`config.mk`:
```
export PLATFORM = sky130hd
export DESIGN_NAME = charge_comparison_psd
export DESIGN_NICKNAME = d
export VERILOG_FILES = /design/src/ccpsd_pkg.sv /design/src/ccpsd_ctrl.sv /design/src/ccpsd_dp.sv /design/src/charge_comparison_psd.sv
export SDC_FILE = /design/constraint.sdc
export NUM_CORES = 1
export LEC_CHECK = 0
export BUFFER_PORTS_ARGS = -buffer_cell sky130_fd_sc_hd__buf_2
export CAP_MARGIN = 0
export CORE_MARGIN = 10
export CORE_UTILIZATION = 60
export CTS_CLUSTER_SIZE = 24
export DETAILED_ROUTE_END_ITERATION = 16
export PLACE_DENSITY = 0.81
export SLEW_MARGIN = 15
export SYNTH_ARGS = -nofsm -noshare
export SYNTH_HDL_FRONTEND = slang
export SYNTH_SLANG_ARGS = --single-unit
```
`constraint.sdc`:
```
create_clock -name clk -period 7.7 [get_ports clk]
set_clock_uncertainty 0.15 [all_clocks]
set_input_delay 0.385 -clock clk [delete_from_list [all_inputs] [get_ports clk]]
set_output_delay 0.385 -clock clk [all_outputs]
set_load 0.01 [all_outputs]
```
`src/ccpsd_pkg.sv`:
```
package ccpsd_pkg;

  localparam int SAMPLE_BITS = 16;
  localparam int MAX_RECORD  = 4096;
  localparam int MAX_GATE    = 256;

  localparam int SAMPLE_W  = 16;
  localparam int TRIG_W    = 12;
  localparam int CNT_W     = $clog2(MAX_RECORD);
  localparam int GATE_W    = 9;
  localparam int PRE_W     = 8;
  localparam int CFG_W     = 9;
  localparam int ACC_W     = 24;
  localparam int RATIO_W   = 18;
  localparam int FRAC_BITS = 16;
  localparam int NUM_W     = ACC_W + RATIO_W + 1;
  localparam int STEP_W    = $clog2(RATIO_W);

  localparam logic [GATE_W-1:0] SHORT_GATE_RST = GATE_W'(20);
  localparam logic [GATE_W-1:0] LONG_GATE_RST  = GATE_W'(100);
  localparam logic [PRE_W-1:0]  PRE_TRIG_RST   = PRE_W'(8);

  localparam logic signed [RATIO_W-1:0] RATIO_MAX = {1'b0, {(RATIO_W-1){1'b1}}};
  localparam logic signed [RATIO_W-1:0] RATIO_MIN = {1'b1, {(RATIO_W-1){1'b0}}};

  typedef enum logic [1:0] {
    REG_SHORT_GATE  = 2'd0,
    REG_LONG_GATE   = 2'd1,
    REG_PRE_TRIGGER = 2'd2
  } cfg_reg_t;

  typedef struct packed {
    logic signed [SAMPLE_W-1:0] sample_value;
    logic [TRIG_W-1:0]          trigger_index;
    logic                       last_sample;
  } in_word_t;

  typedef struct packed {
    logic signed [RATIO_W-1:0] psd_ratio;
    logic                      accepted;
    logic signed [ACC_W-1:0]   short_integral;
    logic signed [ACC_W-1:0]   long_integral;
  } out_word_t;

  typedef struct packed {
    logic take;
    logic prep;
    logic test;
    logic step;
    logic load;
  } ccpsd_cmd_t;

  typedef struct packed {
    logic last_taken;
    logic div_needed;
    logic out_free;
  } ccpsd_status_t;

endpackage

```
`src/ccpsd_ctrl.sv`:
```
module ccpsd_ctrl (
  input  logic                     clk,
  input  logic                     rst,
  input  ccpsd_pkg::ccpsd_status_t status,
  output ccpsd_pkg::ccpsd_cmd_t    cmd
);
  import ccpsd_pkg::*;

  typedef enum logic [2:0] {
    ST_ACCUM,
    ST_PREP,
    ST_TEST,
    ST_DIV,
    ST_DONE
  } state_t;

  state_t            state;
  logic [STEP_W-1:0] step;

  always_ff @(posedge clk) begin
    if (rst) begin
      state <= ST_ACCUM;
      step  <= '0;
    end else begin
      unique case (state)
        ST_ACCUM: begin
          if (status.last_taken) state <= ST_PREP;
        end
        ST_PREP: state <= ST_TEST;
        ST_TEST: begin
          if (status.div_needed) begin
            state <= ST_DIV;
            step  <= STEP_W'(RATIO_W - 1);
          end else begin
            state <= ST_DONE;
          end
        end
        ST_DIV: begin
          if (step == '0) state <= ST_DONE;
          else step <= step - 1'b1;
        end
        ST_DONE: begin
          if (status.out_free) state <= ST_ACCUM;
        end
        default: state <= ST_ACCUM;
      endcase
    end
  end

  always_comb begin
    cmd      = '0;
    cmd.take = (state == ST_ACCUM);
    cmd.prep = (state == ST_PREP);
    cmd.test = (state == ST_TEST);
    cmd.step = (state == ST_DIV);
    cmd.load = (state == ST_DONE) && status.out_free;
  end

endmodule

```
`src/ccpsd_dp.sv`:
```
module ccpsd_dp (
  input  logic                     clk,
  input  logic                     rst,
  input  logic                     cfg_write,
  input  logic [1:0]               cfg_index,
  input  logic [ccpsd_pkg::CFG_W-1:0] cfg_data,
  input  logic                     in_valid,
  input  ccpsd_pkg::in_word_t      in_data,
  output logic                     out_valid,
  input  logic                     out_stall,
  output ccpsd_pkg::out_word_t     out_data,
  input  ccpsd_pkg::ccpsd_cmd_t    cmd,
  output ccpsd_pkg::ccpsd_status_t status
);
  import ccpsd_pkg::*;

  localparam logic signed [ACC_W-1:0] ACC_MAX = {1'b0, {(ACC_W-1){1'b1}}};
  localparam logic signed [ACC_W-1:0] ACC_MIN = {1'b1, {(ACC_W-1){1'b0}}};

  function automatic logic signed [ACC_W-1:0] sat_add(
    input logic signed [ACC_W-1:0] a,
    input logic signed [ACC_W-1:0] b
  );
    logic signed [ACC_W:0] sum;
    sum = (ACC_W+1)'(a) + (ACC_W+1)'(b);
    if (sum > (ACC_W+1)'(ACC_MAX)) return ACC_MAX;
    if (sum < (ACC_W+1)'(ACC_MIN)) return ACC_MIN;
    return sum[ACC_W-1:0];
  endfunction

  // configuration
  logic [GATE_W-1:0] short_gate_len;
  logic [GATE_W-1:0] long_gate_len;
  logic [PRE_W-1:0]  pre_trigger_len;

  // accumulation
  logic [CNT_W-1:0]        sample_counter;
  logic signed [ACC_W-1:0] short_acc;
  logic signed [ACC_W-1:0] long_acc;
  logic signed [ACC_W-1:0] short_acc_next;
  logic signed [ACC_W-1:0] long_acc_next;

  // latched event sums and divider
  logic signed [ACC_W-1:0] short_total;
  logic signed [ACC_W-1:0] long_total;
  logic                    acc_flag;
  logic                    long_zero;
  logic                    long_neg;
  logic                    ovf;
  logic [NUM_W-1:0]        rem;
  logic [NUM_W-1:0]        dsh;
  logic [RATIO_W-1:0]      quo;

  logic                    take;
  logic [GATE_W-1:0]       sg;
  logic [GATE_W-1:0]       lg;
  logic [TRIG_W-1:0]       start;
  logic [CNT_W:0]          short_lim;
  logic [CNT_W:0]          long_lim;
  logic                    in_long;
  logic                    in_short;
  logic signed [ACC_W-1:0] x_ext;

  logic signed [ACC_W:0]   diff;
  logic signed [ACC_W:0]   abs_long;
  logic                    ge;
  logic signed [RATIO_W-1:0] ratio;

  assign take  = cmd.take && in_valid;
  assign sg    = (short_gate_len > GATE_W'(MAX_GATE)) ? GATE_W'(MAX_GATE) : short_gate_len;
  assign lg    = (long_gate_len > GATE_W'(MAX_GATE)) ? GATE_W'(MAX_GATE) : long_gate_len;
  assign start = (in_data.trigger_index >= TRIG_W'(pre_trigger_len)) ?
                 in_data.trigger_index - TRIG_W'(pre_trigger_len) : '0;
  assign long_lim  = (CNT_W+1)'(start) + (CNT_W+1)'(lg);
  assign short_lim = (CNT_W+1)'(start) + (CNT_W+1)'(sg);
  assign in_long   = (sample_counter >= CNT_W'(start)) &&
                     ((CNT_W+1)'(sample_counter) < long_lim);
  assign in_short  = in_long && ((CNT_W+1)'(sample_counter) < short_lim);
  assign x_ext     = ACC_W'(signed'(in_data.sample_value[SAMPLE_BITS-1:0]));

  assign long_acc_next  = in_long  ? sat_add(long_acc, x_ext)  : long_acc;
  assign short_acc_next = in_short ? sat_add(short_acc, x_ext) : short_acc;

  always_ff @(posedge clk) begin
    if (rst) begin
      short_gate_len  <= SHORT_GATE_RST;
      long_gate_len   <= LONG_GATE_RST;
      pre_trigger_len <= PRE_TRIG_RST;
    end else if (cfg_write) begin
      unique case (cfg_index)
        REG_SHORT_GATE:  short_gate_len  <= cfg_data;
        REG_LONG_GATE:   long_gate_len   <= cfg_data;
        REG_PRE_TRIGGER: pre_trigger_len <= cfg_data[PRE_W-1:0];
        default: ;
      endcase
    end
  end

  always_ff @(posedge clk) begin
    if (rst) begin
      sample_counter <= '0;
      short_acc      <= '0;
      long_acc       <= '0;
    end else if (take) begin
      if (in_data.last_sample) begin
        sample_counter <= '0;
        short_acc      <= '0;
        long_acc       <= '0;
      end else begin
        sample_counter <= (sample_counter == CNT_W'(MAX_RECORD - 1)) ? '0 :
                          sample_counter + 1'b1;
        short_acc      <= short_acc_next;
        long_acc       <= long_acc_next;
      end
    end
  end

  // numerator (L - S) * 2^17 + |L|, divisor 2|L|, restoring one bit a step
  assign diff     = (ACC_W+1)'(long_total) - (ACC_W+1)'(short_total);
  assign abs_long = long_total[ACC_W-1] ? -(ACC_W+1)'(long_total) : (ACC_W+1)'(long_total);
  assign ge       = (rem >= dsh);

  always_ff @(posedge clk) begin
    if (take && in_data.last_sample) begin
      short_total <= short_acc_next;
      long_total  <= long_acc_next;
    end
    if (cmd.prep) begin
      acc_flag  <= (long_total > short_total);
      long_zero <= (long_total == '0);
      long_neg  <= long_total[ACC_W-1];
      rem <= (NUM_W'(diff[ACC_W-1:0]) << (FRAC_BITS + 1)) + NUM_W'(abs_long[ACC_W-1:0]);
      dsh <= NUM_W'(abs_long[ACC_W-1:0]) << RATIO_W;
      quo <= '0;
    end
    if (cmd.test) begin
      ovf <= (rem >= {dsh[NUM_W-2:0], 1'b0});
    end
    if (cmd.step) begin
      if (ge) rem <= rem - dsh;
      dsh <= dsh >> 1;
      quo <= {quo[RATIO_W-2:0], ge};
    end
  end

  always_comb begin
    if (!acc_flag) ratio = '0;
    else if (long_zero) ratio = RATIO_MAX;
    else if (ovf) ratio = long_neg ? RATIO_MIN : RATIO_MAX;
    else if (!long_neg) ratio = quo[RATIO_W-1] ? RATIO_MAX : signed'(quo);
    else ratio = quo[RATIO_W-1] ? RATIO_MIN : signed'(RATIO_W'(0) - quo);
  end

  assign status.last_taken = take && in_data.last_sample;
  assign status.div_needed = (long_total > short_total) && (long_total != '0) &&
                             (rem < {dsh[NUM_W-2:0], 1'b0});
  assign status.out_free   = !out_valid || !out_stall;

  always_ff @(posedge clk) begin
    if (rst) begin
      out_valid <= 1'b0;
    end else if (cmd.load) begin
      out_valid <= 1'b1;
    end else if (!out_stall) begin
      out_valid <= 1'b0;
    end
  end

  always_ff @(posedge clk) begin
    if (cmd.load) begin
      out_data.psd_ratio      <= ratio;
      out_data.accepted       <= acc_flag;
      out_data.short_integral <= short_total;
      out_data.long_integral  <= long_total;
    end
  end

endmodule

```
`src/charge_comparison_psd.sv`:
```
// charge comparison pulse shape discrimination
//
// input channel (in_valid / in_stall / in_data): one detector sample per word,
// with the event's trigger position and a last-sample flag. ordinary samples
// are taken at one per cycle while in_stall is low; each is gated and summed
// into the short and long integrals in the cycle it arrives.
// the word carrying last_sample closes the event. from then on in_stall is
// high while the ratio 1 - short/long is formed by a restoring divider that
// produces one quotient bit per cycle. after the prep and test setup states
// it runs 18 divider steps when a division is needed; it is skipped when the
// event is not accepted, the long sum is zero or the ratio would overflow.
// output channel (out_valid / out_stall / out_data): one result word per
// event, held in a register. samples of the next event are taken while a
// result waits; a new result waits in the controller until the register
// frees, with the input stalled meanwhile.
// config writes (cfg_write / cfg_index / cfg_data) take effect at once. they
// must be made only while the block is idle; the block does not enforce this.
// rst (synchronous) restores the default gate settings, clears the sample
// counter and both accumulators and drops out_valid.
module charge_comparison_psd (
  input  logic                        clk,
  input  logic                        rst,
  input  logic                        cfg_write,
  input  logic [1:0]                  cfg_index,
  input  logic [ccpsd_pkg::CFG_W-1:0] cfg_data,
  input  logic                        in_valid,
  output logic                        in_stall,
  input  ccpsd_pkg::in_word_t         in_data,
  output logic                        out_valid,
  input  logic                        out_stall,
  output ccpsd_pkg::out_word_t        out_data
);
  import ccpsd_pkg::*;

  ccpsd_cmd_t    cmd;
  ccpsd_status_t status;

  assign in_stall = !cmd.take;

  ccpsd_ctrl u_ctrl (
    .clk    (clk),
    .rst    (rst),
    .status (status),
    .cmd    (cmd)
  );

  ccpsd_dp u_dp (
    .clk       (clk),
    .rst       (rst),
    .cfg_write (cfg_write),
    .cfg_index (cfg_index),
    .cfg_data  (cfg_data),
    .in_valid  (in_valid),
    .in_data   (in_data),
    .out_valid (out_valid),
    .out_stall (out_stall),
    .out_data  (out_data),
    .cmd       (cmd),
    .status    (status)
  );

endmodule

```
# Yosys cells after proc, flatten, opt, wreduce, memory -nomap -nowiden
# Cells that the tools add are included.
# W data, S select, Z words.
word_totals:
  input_bits: 45
  elab_cells: 135
  ff_bits: 317
  out_inout_bits: 69
classes:
  n_lt_le_gt_ge: 14
  muxes: 47
  n_eq_ne: 13
  addsub: 12
  n_bitwise: 1
  n_reduce_logical: 24
ops:
  columns: ["op", "count"]
  rows:
  - ["$mux W24", 13]
  - ["$mux W43", 3]
  - ["$mux W18", 6]
  - ["$add A24 B16 Y25", 2]
  - ["$gt A25 B24 Y1 const B", 2]
  - ["$lt A25 B24 Y1 const B", 2]
  - ["$ge A43 B42 Y1", 1]
  - ["$ge A43 B43 Y1", 1]
  - ["$lt A43 B43 Y1", 1]
  - ["$sub A43 B42 Y43", 1]
  - ["$add A41 B24 Y42", 1]
  - ["$mux W42", 1]
  - ["$mux W41", 1]
  - ["$mux W12", 3]
  - ["$mux W17", 2]
  - ["$add A12 B9 Y13", 2]
  - ["$lt A12 B13 Y1", 2]
  - ["$gt A24 B24 Y1", 1]
  - ["$logic_not A24 Y1", 1]
  - ["$neg A24 Y24", 1]
  - ["$reduce_bool A24 Y1", 1]
  - ["$sub A24 B24 Y24", 1]
  - ["$gt A9 B9 Y1 const B", 2]
  - ["$mux W9", 2]
  - ["30 further kinds", 58]

# Depth between registers and ports, before layout
logic_depth:
  word_depth: 8
  ltp_mapped: 31
  mapped_depth_nobuf: 28

# By module
# From an unflattened synthesis, not the netlist that was laid out.
unflattened:
  cells_unflattened: 2580
  area_unflattened_um2: 23238.5
modules_own_cells:
  columns: ["module", "n_inst", "cells_per_inst", "area_each_um2", "seq_area_each_um2"]
  rows:
  - ["ccpsd_dp", 1, 2525, 22771.8, 7977.7]
  - ["ccpsd_ctrl", 1, 54, 462.9, 160.2]
  - ["charge_comparison_psd", 1, 1, 3.8, 0.0]

# Least setup slack after synthesis
# Ideal clock, no wire load.
synth_path:
  path_type: "in2reg"
  start: "input in_data[1] in the netlist's numbering"
  end: "register u_dp.short_total[13] (data pin)"
  n_path_buf: 2
  slack_ns: 1.460
  t_required_ns: 7.290
  stages: 29
  arrival_ns: 5.830
  setup_time_ns: 0.260
  cell_sequence: "inv_1 ha_1 fa_1 nand2b_1 o2bb2ai_1 a21oi_1 or2_1 clkbuf_1 nand2b_1 inv_1 ha_1 a21o_1 o31ai_1 a21boi_0 o22a_1 a221o_1 a31o_2 a21oi_1 xnor2_1 ha_1 or4_1 a21oi_1 o21ai_0 a221o_1 o31ai_1 o31a_1 a21boi_4 buf_2 mux2_2"
synth_via:
  elab_chain_len: 7
  elab_cells_between_ends: 11
  classes_between: "3 x add/sub; 4 x order compare; 2 x mux; 2 x reduce/logical"
synth_lines:
  columns: ["element", "line_no", "source"]
  rows:
  - ["from (decl)", "charge_comparison_psd.sv:28", "input ccpsd_pkg::in_word_t in_data,"]
  - ["$sub A12 B8 Y12 / $ge A12 B8 Y1 (equally long branches)", "ccpsd_dp.sv:73, ccpsd_dp.sv:72", null]
  - ["$mux W12 *", "ccpsd_dp.sv:72", "assign start = (in_data.trigger_index >= TRIG_W'(pre_trigger_len)) ?"]
  - ["$add A12 B9 Y13", "ccpsd_dp.sv:74", "assign long_lim = (CNT_W+1)'(start) + (CNT_W+1)'(lg);"]
  - ["$lt A12 B13 Y1", "ccpsd_dp.sv:77", "((CNT_W+1)'(sample_counter) < long_lim);"]
  - ["$logic_and A1 B1 Y1", "ccpsd_dp.sv:76", "assign in_long = (sample_counter >= CNT_W'(start)) &&"]
  - ["$logic_and A1 B1 Y1 *", "ccpsd_dp.sv:78", "assign in_short = in_long && ((CNT_W+1)'(sample_counter) < short_lim);"]
  - ["$mux W24 *", "ccpsd_dp.sv:82", "assign short_acc_next = in_short ? sat_add(short_acc, x_ext) : short_acc;"]
  - ["named net u_dp.short_acc_next[13]", "ccpsd_dp.sv:40", "logic signed [ACC_W-1:0] short_acc_next;"]
  - ["to (signal assigned)", "ccpsd_dp.sv:125", "short_total <= short_acc_next;"]
  - ["to (decl)", "ccpsd_dp.sv:44", "logic signed [ACC_W-1:0] short_total;"]
# The timed path passes the listed nets; every way through them passes the cells marked *.
# A chain may end at the register's enable or synchronous reset.

# Worst setup path after layout
layout_path:
  start: "register u_dp.pre_trigger_len[0]"
  end: "register u_dp.short_acc[0]"
layout_via:
  elab_chain_len: 8
  elab_cells_between_ends: 12
  classes_between: "3 x add/sub; 4 x order compare; 3 x mux; 2 x reduce/logical"
layout_lines:
  columns: ["element", "line_no", "source"]
  rows:
  - ["from (decl)", "ccpsd_dp.sv:34", "logic [PRE_W-1:0] pre_trigger_len;"]
  - ["from (signal assigned)", "ccpsd_dp.sv:93", "REG_PRE_TRIGGER: pre_trigger_len <= cfg_data[PRE_W-1:0];"]
  - ["$sub A12 B8 Y12 / $ge A12 B8 Y1 (equally long branches)", "ccpsd_dp.sv:73, ccpsd_dp.sv:72", null]
  - ["$mux W12 *", "ccpsd_dp.sv:72", null]
  - ["$add A12 B9 Y13", "ccpsd_dp.sv:74", null]
  - ["$lt A12 B13 Y1", "ccpsd_dp.sv:77", null]
  - ["$logic_and A1 B1 Y1", "ccpsd_dp.sv:76", null]
  - ["$logic_and A1 B1 Y1 *", "ccpsd_dp.sv:78", null]
  - ["$mux W24 *", "ccpsd_dp.sv:82", null]
  - ["$mux W24 *", "ccpsd_dp.sv:105", "if (in_data.last_sample) begin"]
  - ["to (signal assigned)", "ccpsd_dp.sv:112", "short_acc <= short_acc_next;"]
  - ["to (decl)", "ccpsd_dp.sv:38", "logic signed [ACC_W-1:0] short_acc;"]
# Mark *: on every way between the ends. The rest lies on a longest branch, timed or not.

==> results.sh <==
export IMPL_insertedDiodeCount=0
export IMPL_postSynthRegisterBits=317
export IMPL_p_sw_uw=3160
export IMPL_area_growth_syn_to_layout_pct=9.50
export IMPL_antenna_left=0
export IMPL_number_of_instances_in_the_synthesized_netlist=2561
export IMPL_main_combinational_cell_family_by_area_after_synthesis="compound AO/OA/AOI/OAI gates"
export IMPL_layout_filler_cells=3053
export IMPL_final_min_period_over_clock_period=0.903
export IMPL_dp_cells=3108
export IMPL_p_sw_frac=0.406
export IMPL_max_capacitance_violation_count=0
export IMPL_synth_adder_area_share=0.132
export IMPL_proportion_of_power_drawn_by_the_clock_network=0.223
export IMPL_drive_gt1_frac=0.0999
export IMPL_cpMaxStageDelayCell="sky130_fd_sc_hd__fa_1"
export IMPL_fmax_mhz=144
export IMPL_intPower_uw=4630
export IMPL_fp_dieW_um=217
export IMPL_cp_slowest_stage_delay_ns=0.41
export IMPL_global_route_overflow_total=0
export IMPL_ys_flop_type="sky130_fd_sc_hd__edfxtp_1"
export IMPL_instances_no_fill=3185
export IMPL_min_delay_path_class="in2reg"
export IMPL_maxSlewViolCount=0
export IMPL_via_count_of_the_first_global_routing_pass=19000
export IMPL_worst_ep_arrival_time_ns=7.29
export IMPL_pin_count=114
export IMPL_core_area_sq_um=37800
export IMPL_final_hold_violation_count=0
export IMPL_layout_nets=2921
export IMPL_postSynth_asyncResetShare=0
export IMPL_finalSetupViolations=0
export IMPL_setup_total_negative_slack_ns=0
export IMPL_routed_via_density=6.32
export IMPL_yosys_area_share_simple=0.155
export IMPL_post_synth_edffs=179
export IMPL_clk_pin_slew_ns=0.06
export IMPL_tritoncts="yes"
export IMPL_critPathMaxFanout=23
export IMPL_cp_start_kind="flop"
export IMPL_worstPathRequired_ns=8.04
export IMPL_fp_dieArea_sq_um=46900
export IMPL_site_row_count=71
export IMPL_final_core_util=0.670
export IMPL_worst_skew_pair_latency_ns=0.56
export IMPL_num_vias=20100
export IMPL_postSynthAreaPerCell_sq_um=9.05
export IMPL_status="completed"
export IMPL_class_of_the_most_critical_setup_path="reg2reg"
export IMPL_cts_made_buffers=37
export IMPL_grt_setup_unrepaired="false"
export IMPL_worst_pin_slew_ns=1.07
export IMPL_post_cts_setup_buffers=0
export IMPL_detailed_place_area_sq_um=24100
export IMPL_detail_route_iter0_violations=1814
export IMPL_p_seq_frac=0.311
export IMPL_total_leakage_power_uw=0.0108
export IMPL_cts_h_tree_depth=2
export IMPL_cts_max_path_buffers=3
export IMPL_drt_drc_violations_left=0
export IMPL_yosys_area_share_xor_xnor=0.0650
export IMPL_totalWireLength_um=64200
export IMPL_count_of_buffers_from_port_buffering=113
export IMPL_detail_route_wl_per_cell_um=20.2
export IMPL_post_cts_resized_instances=0
export IMPL_first_pass_grt_wire_length_um=101000
export IMPL_sequential_area_share_after_synthesis=0.351
export IMPL_detail_route_first_pass_iterations=6
export IMPL_power_per_cell_area_nw_per_um2=307
export IMPL_grt_antenna_before_repair=0
export IMPL_track_usage=0.262
export IMPL_vdd_drop_max_v=0.000160
export IMPL_synthMuxAreaShare=0.0287
export IMPL_synth_compound_area_share=0.224
export IMPL_remaining_max_slew_budget_at_the_tightest_pin=0.286
export IMPL_syn_num_nets=2836
export IMPL_cts_sinks=317
export IMPL_syn_cell_area_sq_um=23200
export IMPL_clk_root_buffer_cell="sky130_fd_sc_hd__clkbuf_16"
export IMPL_final_area_sq_um=25400
export IMPL_cp_end_kind="flop"
export IMPL_die_height_um=217
export IMPL_library_cells_used_by_synthesis=98
export IMPL_grt_start_max_net_pins=74
export IMPL_place_congestion=0.941
export IMPL_comb_power_share=0.466
export IMPL_initial_core_util=0.612
export IMPL_final_min_clock_period_ns=6.95
export IMPL_synth_warning_count=0
export IMPL_place_detailed_hpwl_um=48100
==> placed cells by master, fill, tap and decap left out, types with 26 or more instances in the layout <==
| cell type | n |
|---|---|
| sky130_fd_sc_hd__o21ai_0 | 150 |
| sky130_fd_sc_hd__o21a_1 | 46 |
| sky130_fd_sc_hd__o211ai_1 | 37 |
| sky130_fd_sc_hd__clkbuf_16 | 37 |
| sky130_fd_sc_hd__a21oi_1 | 210 |
| sky130_fd_sc_hd__edfxtp_1 | 179 |
| sky130_fd_sc_hd__a211oi_1 | 29 |
| sky130_fd_sc_hd__a22o_1 | 41 |
| sky130_fd_sc_hd__nor2_1 | 229 |
| sky130_fd_sc_hd__xor2_1 | 71 |
| sky130_fd_sc_hd__xnor2_1 | 99 |
| sky130_fd_sc_hd__dfxtp_1 | 138 |
| sky130_fd_sc_hd__nand3_1 | 49 |
| sky130_fd_sc_hd__inv_1 | 152 |
| sky130_fd_sc_hd__a21o_1 | 75 |
| sky130_fd_sc_hd__nor3_1 | 36 |
| sky130_fd_sc_hd__nand2_1 | 175 |
| sky130_fd_sc_hd__ha_1 | 222 |
| sky130_fd_sc_hd__nor2b_1 | 41 |
| sky130_fd_sc_hd__mux2i_1 | 26 |
| sky130_fd_sc_hd__buf_2 | 113 |
| sky130_fd_sc_hd__and3_1 | 28 |
| sky130_fd_sc_hd__nand4_1 | 35 |
| sky130_fd_sc_hd__mux2_2 | 36 |
==> critical path: cells and delay by family, from the launching register on <==
| family | cells | cell delay, ns |
|---|---|---|
| AND/OR/NAND/NOR | 5 | 1.25 |
| buffers and inverters | 3 | 0.75 |
| adder cells (fa/ha/maj) | 4 | 1.08 |
| AO/OA/AOI/OAI | 16 | 3.25 |
| flip-flops | 1 | 0.32 |
| XOR/XNOR | 1 | 0.09 |
==> sequential cells by signal, indices dropped and copies added (netlist names) <==
register and count:
u_dp.long_acc 24, u_ctrl.step 5, u_dp.ovf 1, u_dp.short_gate_len 9, u_dp.rem 43, u_dp.out_data 67, u_ctrl.state 3, u_dp.short_total 24
u_dp.pre_trigger_len 8, u_dp.acc_flag 1, u_dp.dsh 42, u_dp.out_valid 1, u_dp.quo 18, u_dp.long_gate_len 9, u_dp.sample_counter 12, u_dp.long_zero 1
u_dp.long_neg 1, u_dp.short_acc 24, u_dp.long_total 24
==> metal layers <==
layer	track usage	routed length [um]	part of all wire
met5	0	0	0
met1	0.352	28200	0.44
met2	0.430	29700	0.46
met4	0.0797	1730	0.027
met3	0.0379	4610	0.072
==> power groups by stage <==
stage | sequential [uW] | combinational (uW) | clock [uW]
2_1_floorplan | 2350 | 2740 | 0
3_3_place_gp | 2440 | 3430 | 0
3_5_place_dp | 2450 | 3520 | 0
4_1_cts | 2420 | 3560 | 1760
5_1_grt | 2460 | 4020 | 1820
6_report | 2420 | 3630 | 1740
==> metrics by stage <==
| step | total power [uW] | worst slack (ns) | hold WS [ns] |
|---|---|---|---|
| 5_1_grt | 8300 | 0.265 | 0.164 |
| 3_3_place_gp | 5870 | 0.862 | 0.288 |
| 3_5_place_dp | 5970 | 0.676 | 0.295 |
| 4_1_cts | 7740 | 0.831 | 0.0957 |
| 2_1_floorplan | 5100 | 1.46 | 0.274 |
| 6_report | 7790 | 0.746 | 0.132 |
==> path summary, 6_finish.rpt <==
| path | from | to | slack [ns] | cells past startpoint |
|---|---|---|---|---|
| max | u_dp.pre_trigger_len[0] | u_dp.short_acc[0] | 0.75 | 29 |
| min | in_valid | u_dp.sample_counter[1] | 0.13 | 4 |
| max reg2reg | u_dp.pre_trigger_len[0] | u_dp.short_acc[0] | 0.75 | 29 |
| min reg2reg | u_dp.long_gate_len[5] | u_dp.long_gate_len[5] | 0.31 | 1 |
==> cell usage after synthesis (all sizes together), types with 10 or more instances <==
| cell | count | share of area |
|---|---|---|
| a211o | 15 | 0.0057 |
| a211oi | 30 | 0.0099 |
| a21o | 75 | 0.024 |
| a21oi | 211 | 0.046 |
| a22o | 41 | 0.015 |
| a31oi | 24 | 0.0068 |
| and2 | 25 | 0.0068 |
| and3 | 29 | 0.0080 |
| buf | 34 | 0.0087 |
| clkbuf | 60 | 0.0098 |
| dfxtp | 138 | 0.12 |
| edfxtp | 179 | 0.23 |
| ha | 222 | 0.12 |
| inv | 154 | 0.025 |
| maj3 | 11 | 0.0048 |
| mux2 | 36 | 0.017 |
| mux2i | 26 | 0.011 |
| nand2 | 177 | 0.029 |
| nand2b | 25 | 0.0068 |
| nand3 | 49 | 0.011 |
| nand4 | 35 | 0.0095 |
| nor2 | 232 | 0.038 |
| nor2b | 42 | 0.011 |
| nor3 | 37 | 0.0085 |
| nor4 | 11 | 0.0030 |
| o211ai | 38 | 0.013 |
| o21a | 46 | 0.015 |
| o21ai | 159 | 0.035 |
| o21bai | 19 | 0.0062 |
| o31a | 10 | 0.0038 |
| o31ai | 23 | 0.0077 |
| or2 | 15 | 0.0041 |
| or3 | 18 | 0.0049 |
| xnor2 | 99 | 0.037 |
| xor2 | 72 | 0.028 |
==> kinds of logic after synthesis <==
| kind of cell | Yosys count |
|---|---|
| muxes | 62 |
| buffers and inverters | 250 |
| adders and majority gates | 241 |
| and+or+nand+nor | 736 |
| DFF | 317 |
| xor gates and xnor gates | 171 |
| AOI/OAI and AO/OA | 784 |
==> area by class of cell <==
type / instances / area, sq um / share of cell area
repair buffers: 140 / 793 / 0.0313
clock inverters: 15 / 166 / 0.00656
multi-input cells: 1994 / 14000 / 0.554
flip-flops and latches: 317 / 8140 / 0.321
inverters: 156 / 587 / 0.0231
well taps: 511 / 639 / 0.0252
clock buffers: 52 / 1000 / 0.0395
==> timing repair <==
| action | in CTS | in global routing |
|---|---|---|
| hold endpoints to repair | 20 | 0 |
| endpoints found under the setup margin | 0 | 0 |
| hold buffers | 10 | 0 |
No activity file was read; power rests on OpenSTA's default activity.
